<file path="config.mk">
export PLATFORM = sky130hd
export DESIGN_NAME = aesctr_front
export DESIGN_NICKNAME = d
export VERILOG_FILES = /design/src/rtl/core/aesctr_pkg.sv /design/src/rtl/core/aesctr_front.sv
export SDC_FILE = /design/constraint.sdc
export NUM_CORES = 1
export LEC_CHECK = 0
export ABC_AREA = 1
export BUFFER_PORTS_ARGS = -buffer_cell sky130_fd_sc_hd__buf_2
export CELL_PAD_IN_SITES_DETAIL_PLACEMENT = 1
export CELL_PAD_IN_SITES_GLOBAL_PLACEMENT = 1
export CORE_ASPECT_RATIO = 2
export CORE_UTILIZATION = 44
export DETAILED_ROUTE_END_ITERATION = 8
export PLACE_DENSITY = 0.9
export SYNTH_ARGS = -nofsm -noshare
export SYNTH_HDL_FRONTEND = slang
export SYNTH_SLANG_ARGS = --single-unit
</file>
<file path="constraint.sdc">
create_clock -name clk -period 16.3 [get_ports clk]
set_input_delay 1.63 -clock clk [delete_from_list [all_inputs] [get_ports clk]]
set_output_delay 1.63 -clock clk [all_outputs]
set_load 0.03 [all_outputs]
</file>
<file path="src/rtl/core/aesctr_pkg.sv">
package aesctr_pkg;

    localparam int unsigned BlockBytes    = 16;
    localparam int unsigned ScheduleWords = 60;
    localparam int unsigned QueueDepth    = 2;
    localparam logic [7:0]  PadByte       = 8'h2E;

    // configuration register indexes
    localparam logic [2:0] RegKey0   = 3'd0;
    localparam logic [2:0] RegKey1   = 3'd1;
    localparam logic [2:0] RegKey2   = 3'd2;
    localparam logic [2:0] RegKey3   = 3'd3;
    localparam logic [2:0] RegKeyLen = 3'd4;
    localparam logic [2:0] RegIvHigh = 3'd5;
    localparam logic [2:0] RegIvLow  = 3'd6;

    // key length codes
    localparam logic [1:0] KeyLen128 = 2'd0;
    localparam logic [1:0] KeyLen192 = 2'd1;

    typedef struct packed {
        logic [63:0] block_high;
        logic [63:0] block_low;
        logic [4:0]  valid_bytes;
        logic        first_block;
    } in_beat_t;

    typedef struct packed {
        logic [63:0] cipher_high;
        logic [63:0] cipher_low;
    } out_beat_t;

    // one queued job: padded data and the counter to encrypt
    typedef struct packed {
        logic [127:0] data;
        logic [127:0] ctr;
    } job_t;

    typedef struct packed {
        logic [63:0] key0;
        logic [63:0] key1;
        logic [63:0] key2;
        logic [63:0] key3;
        logic [1:0]  key_len;
    } key_cfg_t;

    function automatic logic [7:0] sbox(input logic [7:0] a);
        logic [7:0] t [256];
        t = '{
        8'h63,8'h7c,8'h77,8'h7b,8'hf2,8'h6b,8'h6f,8'hc5,8'h30,8'h01,8'h67,8'h2b,8'hfe,8'hd7,8'hab,8'h76,
        8'hca,8'h82,8'hc9,8'h7d,8'hfa,8'h59,8'h47,8'hf0,8'had,8'hd4,8'ha2,8'haf,8'h9c,8'ha4,8'h72,8'hc0,
        8'hb7,8'hfd,8'h93,8'h26,8'h36,8'h3f,8'hf7,8'hcc,8'h34,8'ha5,8'he5,8'hf1,8'h71,8'hd8,8'h31,8'h15,
        8'h04,8'hc7,8'h23,8'hc3,8'h18,8'h96,8'h05,8'h9a,8'h07,8'h12,8'h80,8'he2,8'heb,8'h27,8'hb2,8'h75,
        8'h09,8'h83,8'h2c,8'h1a,8'h1b,8'h6e,8'h5a,8'ha0,8'h52,8'h3b,8'hd6,8'hb3,8'h29,8'he3,8'h2f,8'h84,
        8'h53,8'hd1,8'h00,8'hed,8'h20,8'hfc,8'hb1,8'h5b,8'h6a,8'hcb,8'hbe,8'h39,8'h4a,8'h4c,8'h58,8'hcf,
        8'hd0,8'hef,8'haa,8'hfb,8'h43,8'h4d,8'h33,8'h85,8'h45,8'hf9,8'h02,8'h7f,8'h50,8'h3c,8'h9f,8'ha8,
        8'h51,8'ha3,8'h40,8'h8f,8'h92,8'h9d,8'h38,8'hf5,8'hbc,8'hb6,8'hda,8'h21,8'h10,8'hff,8'hf3,8'hd2,
        8'hcd,8'h0c,8'h13,8'hec,8'h5f,8'h97,8'h44,8'h17,8'hc4,8'ha7,8'h7e,8'h3d,8'h64,8'h5d,8'h19,8'h73,
        8'h60,8'h81,8'h4f,8'hdc,8'h22,8'h2a,8'h90,8'h88,8'h46,8'hee,8'hb8,8'h14,8'hde,8'h5e,8'h0b,8'hdb,
        8'he0,8'h32,8'h3a,8'h0a,8'h49,8'h06,8'h24,8'h5c,8'hc2,8'hd3,8'hac,8'h62,8'h91,8'h95,8'he4,8'h79,
        8'he7,8'hc8,8'h37,8'h6d,8'h8d,8'hd5,8'h4e,8'ha9,8'h6c,8'h56,8'hf4,8'hea,8'h65,8'h7a,8'hae,8'h08,
        8'hba,8'h78,8'h25,8'h2e,8'h1c,8'ha6,8'hb4,8'hc6,8'he8,8'hdd,8'h74,8'h1f,8'h4b,8'hbd,8'h8b,8'h8a,
        8'h70,8'h3e,8'hb5,8'h66,8'h48,8'h03,8'hf6,8'h0e,8'h61,8'h35,8'h57,8'hb9,8'h86,8'hc1,8'h1d,8'h9e,
        8'he1,8'hf8,8'h98,8'h11,8'h69,8'hd9,8'h8e,8'h94,8'h9b,8'h1e,8'h87,8'he9,8'hce,8'h55,8'h28,8'hdf,
        8'h8c,8'ha1,8'h89,8'h0d,8'hbf,8'he6,8'h42,8'h68,8'h41,8'h99,8'h2d,8'h0f,8'hb0,8'h54,8'hbb,8'h16
        };
        return t[a];
    endfunction

    function automatic logic [7:0] xtime(input logic [7:0] b);
        return {b[6:0], 1'b0} ^ (b[7] ? 8'h1b : 8'h00);
    endfunction

    function automatic logic [31:0] sub_word(input logic [31:0] w);
        return {sbox(w[31:24]), sbox(w[23:16]), sbox(w[15:8]), sbox(w[7:0])};
    endfunction

    // subbytes, shiftrows and optional mixcolumns; byte 0 in the top bits
    function automatic logic [127:0] aes_round(input logic [127:0] s, input logic mix);
        logic [7:0] b [16];
        logic [7:0] t [16];
        logic [7:0] a0, a1, a2, a3, all;
        logic [127:0] r;
        for (int i = 0; i < 16; i++)
        begin
            b[i] = sbox(s[127 - 8 * i -: 8]);
        end
        for (int c = 0; c < 4; c++)
        begin
            for (int k = 0; k < 4; k++)
            begin
                t[4 * c + k] = b[4 * ((c + k) % 4) + k];
            end
        end
        for (int c = 0; c < 4; c++)
        begin
            a0 = t[4 * c];
            a1 = t[4 * c + 1];
            a2 = t[4 * c + 2];
            a3 = t[4 * c + 3];
            all = a0 ^ a1 ^ a2 ^ a3;
            if (mix)
            begin
                t[4 * c]     = a0 ^ all ^ xtime(a0 ^ a1);
                t[4 * c + 1] = a1 ^ all ^ xtime(a1 ^ a2);
                t[4 * c + 2] = a2 ^ all ^ xtime(a2 ^ a3);
                t[4 * c + 3] = a3 ^ all ^ xtime(a3 ^ a0);
            end
        end
        for (int i = 0; i < 16; i++)
        begin
            r[127 - 8 * i -: 8] = t[i];
        end
        return r;
    endfunction

endpackage

</file>
<file path="src/rtl/core/aesctr_front.sv">
module aesctr_front (
    input  logic                clk,
    input  logic                rst_n,
    input  logic                in_valid,
    output logic                in_stall,
    input  aesctr_pkg::in_beat_t in_beat,
    input  logic [63:0]         iv_high,
    input  logic [63:0]         iv_low,
    output logic                job_valid,
    input  logic                job_pop,
    output aesctr_pkg::job_t    job
);

    localparam int unsigned PtrW = $clog2(aesctr_pkg::QueueDepth);

    aesctr_pkg::job_t      q_mem [aesctr_pkg::QueueDepth];
    logic [PtrW-1:0]       wr_ptr_reg, rd_ptr_reg;
    logic [PtrW:0]         count_reg;
    logic [127:0]          ctr_reg;
    logic [127:0]          ctr_use;
    logic [127:0]          data_pad;
    logic                  push;

    assign in_stall  = (count_reg == (PtrW+1)'(aesctr_pkg::QueueDepth));
    assign push      = in_valid && !in_stall;
    assign job_valid = (count_reg != '0);
    assign job       = q_mem[rd_ptr_reg];

    // counter source: iv on a first beat
    assign ctr_use = in_beat.first_block ? {iv_high, iv_low} : ctr_reg;

    // pad short blocks
    always_comb
    begin
        data_pad = {in_beat.block_high, in_beat.block_low};
        if (in_beat.valid_bytes >= 5'd1 && in_beat.valid_bytes < 5'd16)
        begin
            for (int i = 0; i < 16; i++)
            begin
                if (5'(i) >= in_beat.valid_bytes)
                begin
                    data_pad[127 - 8 * i -: 8] = aesctr_pkg::PadByte;
                end
            end
        end
    end

    // queue storage
    always_ff @(posedge clk)
    begin
        if (push)
        begin
            q_mem[wr_ptr_reg] <= '{data: data_pad, ctr: ctr_use};
        end
    end

    // queue pointers and counter
    always_ff @(posedge clk or negedge rst_n)
    begin
        if (!rst_n)
        begin
            wr_ptr_reg <= '0;
            rd_ptr_reg <= '0;
            count_reg  <= '0;
            ctr_reg    <= '0;
        end
        else
        begin
            if (push)
            begin
                wr_ptr_reg <= wr_ptr_reg + 1'b1;
                ctr_reg    <= ctr_use + 128'd1;
            end
            if (job_pop)
            begin
                rd_ptr_reg <= rd_ptr_reg + 1'b1;
            end
            count_reg <= count_reg + (PtrW+1)'(push) - (PtrW+1)'(job_pop);
        end
    end

`ifndef SYNTHESIS
    a_no_pop_empty: assert property (@(posedge clk) disable iff (!rst_n)
        job_pop |-> job_valid) else $error("pop of empty queue");
    a_count_range: assert property (@(posedge clk) disable iff (!rst_n)
        count_reg <= (PtrW+1)'(aesctr_pkg::QueueDepth)) else $error("queue overflow");
    a_ctr_step: assert property (@(posedge clk) disable iff (!rst_n)
        push |=> ctr_reg == $past(ctr_use) + 128'd1) else $error("counter step");
`endif

endmodule

</file>
==> metrics.cfg <==
[timing]
drv_slew=0
whs_ns=0.483
fin_ws_ns=10.81
maxClockFrequency_ghz=0.182
relSlewSlack=0.133
final-setup-viol-count=0
hold_violations=0
skew_ns=0.0328
min_period_over_period=0.337
min_period_ns=5.49
setup-tns-final_ns=0
rsz0062_at_grt=false
worst_slew_pin_slew_ns=1.30

[routing]
via_per_inst=5.45
drc=0
firstDrtPassIters=5
drt_wl_total_mm=118
detail-route-antenna-nets=0
wl_per_cell_um=26.2
drtIter0Drc=1488
via_count=24500

[setup_path]
worstSetupEndpointType=flip-flop
crit_type=in2reg
path_max_fanout=67
arrival_ns=6.03
startpoint_type=input pin
rr_worst_depth=5
required_ns=16.84

[synth]
yosys_warnings=0
synth_cell_types=29
syn-num-nets=3308
yosysMostFrequentCell=nand2_1
synth_area_mm2=0.0305
synth_flop_cell=edfxtp_1
syn_avg_cell_area_um2=10.0
synth_area_leaders=edfxtp_1 50%, nand2_1 14%, dfrtp_1 11%, mux2_2 9.4%, nor2_1 4.5%
async_reset_ff_frac=0.205
synth_edf_count=512
ys_ff_latch=644
ys_seq_area_frac=0.612
synth_common_cells=1,136 x nand2_1, 512 x edfxtp_1, 363 x nor2_1
synthesis.instances=3039
yosys.area.top_type=edfxtp_1
synth_top_area_frac=0.504

[power]
finalPower_mw=6.44
leakagePower_nw=14.8
cellPowerDensity_mw_per_mm2=179
ir_drop_mv=0.147

[global_route]
grt_max_degree=161
grt.total_usage=0.331
busiest_layer=met2
grt_use_met3=0.0506
antenna_found_initial=5
grt-ovfl-total=0
met1_usage=0.336
grt_pass1_vias=26200
grt_pass1_wl_mm=168
use_met2=0.605

[floorplan]
fp.dieW_um=188
dieArea_mm2=0.0705
start_util=0.445
ioPinCount=524
rows=136
fp.dieH_um=374
core_area_mm2=0.0686

[cells_and_area]
syn_to_final_growth_pct=17.8
fillerInstances=7817
nets=3817
layout-drive-gt1-share=0.275
largest_reg_flops=512

[flow_run]
max-cap-violations=0

[cts]
clkSlewWorstSetupHoldPaths_ns=0.07
cts_resized=0
cts.path.max_buffers=3
postCtsSetupRepairBufs=0
hold_buffers=0
htree_num_levels=2
clk_latency_ns=0.66
cts_tree=done
cts.sinks=644
cts_buffers=58
cts-root-buf=clkbuf_16

[hold_path]
holdCritPathClass=reg2reg
hold_depth=2

[run_status]
status=finished, final reports clean

[placement]
place_ws_ns=10.38
place.port_buffers=523
dp_hpwl_mm=87.9
gp_congestion=1.05

-- cells in the final DEF (no fill, tap or decap), types with 2 or more instances in the layout --
cell | synthesis | final
xnor2_1 | 9 | 9
clkinv_4 | 0 | 5
inv_16 | 0 | 2
nand2_1 | 1136 | 1136
a21oi_1 | 5 | 5
o21ai_1 | 5 | 4
nand3_1 | 148 | 148
bufinv_16 | 0 | 7
dfrtp_1 | 132 | 131
nor2_1 | 363 | 361
clkinv_1 | 0 | 8
clkinvlp_4 | 0 | 4
ha_1 | 3 | 3
or2_2 | 57 | 57
clkinv_2 | 0 | 12
buf_2 | 10 | 521
o21bai_1 | 13 | 13
nor2_4 | 10 | 12
o21ai_0 | 40 | 40
edfxtp_1 | 512 | 512
inv_6 | 0 | 4
and2_1 | 6 | 6
nand2_2 | 5 | 5
buf_4 | 12 | 18
mux2_2 | 256 | 256
inv_1 | 189 | 189
xor2_1 | 27 | 27
nor2_2 | 22 | 22
nor3b_1 | 2 | 2
diode_2 | 0 | 2
clkbuf_1 | 56 | 7
clkbuf_16 | 0 | 58
nand3b_1 | 3 | 3
-- per-stage QoR --
step / util / std cells / cell area [µm²]
floorplan: - / 3039 / 30500
global placement: 0.496 / 4385 / 34000
detailed placement: 0.496 / 4385 / 34000
CTS: 0.524 / 4493 / 36000
global route: 0.524 / 4494 / 36000
finish: 0.524 / 4495 / 36000
-- worst max-delay path: stages --
cell and delay [ns]:
buf_4 0.26, clkinv_2 0.70, buf_4 0.80, nand2_1 0.10
nand2_1 0.34, nand2_1 0.13, nor2_1 0.41, nand2_1 0.14
nor2_1 0.17, nand2_1 0.07, nor2_1 0.77, nand3_1 0.19
nand3_1 0.18, nand2_1 0.07
-- cell type report --
class | count | area (µm²) | area share
sequential | 644 | 18700 | 0.520
inverter | 191 | 718 | 0.0200
timing repair buffer | 541 | 2770 | 0.0771
clock buffer | 66 | 1490 | 0.0415
antenna | 2 | 5.00 | 0.000139
multi-input combinational | 2112 | 10700 | 0.298
tap | 897 | 1120 | 0.0312
clock inverter | 42 | 460 | 0.0128
-- logic make-up (layout without fill, tap and decap cells) --
kind of cell,after synthesis,in the layout,share of synthesized area
other,0,2,0
AND/OR/NAND/NOR,1753,1753,0.232
adder cells (fa/ha/maj),3,3,0.00123
buffers and inverters,283,840,0.0379
AO/OA/AOI/OAI,64,64,0.0116
flip-flops,644,644,0.612
multiplexers,256,256,0.0945
XOR/XNOR,36,36,0.0103
-- path summary, 6_finish.rpt --
path / startpoint / slack (ns) / end
max in group asynchronous: rst_n / 13.73 / ctr_reg[56]
max: in_beat[0] / 10.81 / ctr_reg[84]
min: ctr_reg[61] / 0.48 / ctr_reg[61]
min reg2reg: ctr_reg[61] / 0.48 / ctr_reg[61]
max reg2reg: count_reg[1] / 12.57 / q_mem[1][86]
min in group asynchronous: rst_n / 1.04 / ctr_reg[63]
-- routing by layer --
metal | vias up | wire length [µm] | part of all wire
li1 | 11000 | - | -
met1 | 12000 | 39400 | 0.33
met2 | 1122 | 61600 | 0.52
met3 | 395 | 6680 | 0.057
met4 | 2 | 10000 | 0.085
met5 | - | 13 | 0.00011
-- where the power goes --
| group | internal (mW) | switching [mW] |
|---|---|---|
| clock | 0.779 | 0.660 |
| combinational | 0.719 | 1.70 |
| sequential | 2.36 | 0.222 |
| total | 3.86 | 2.58 |
Power figures use the tool's default switching activity.
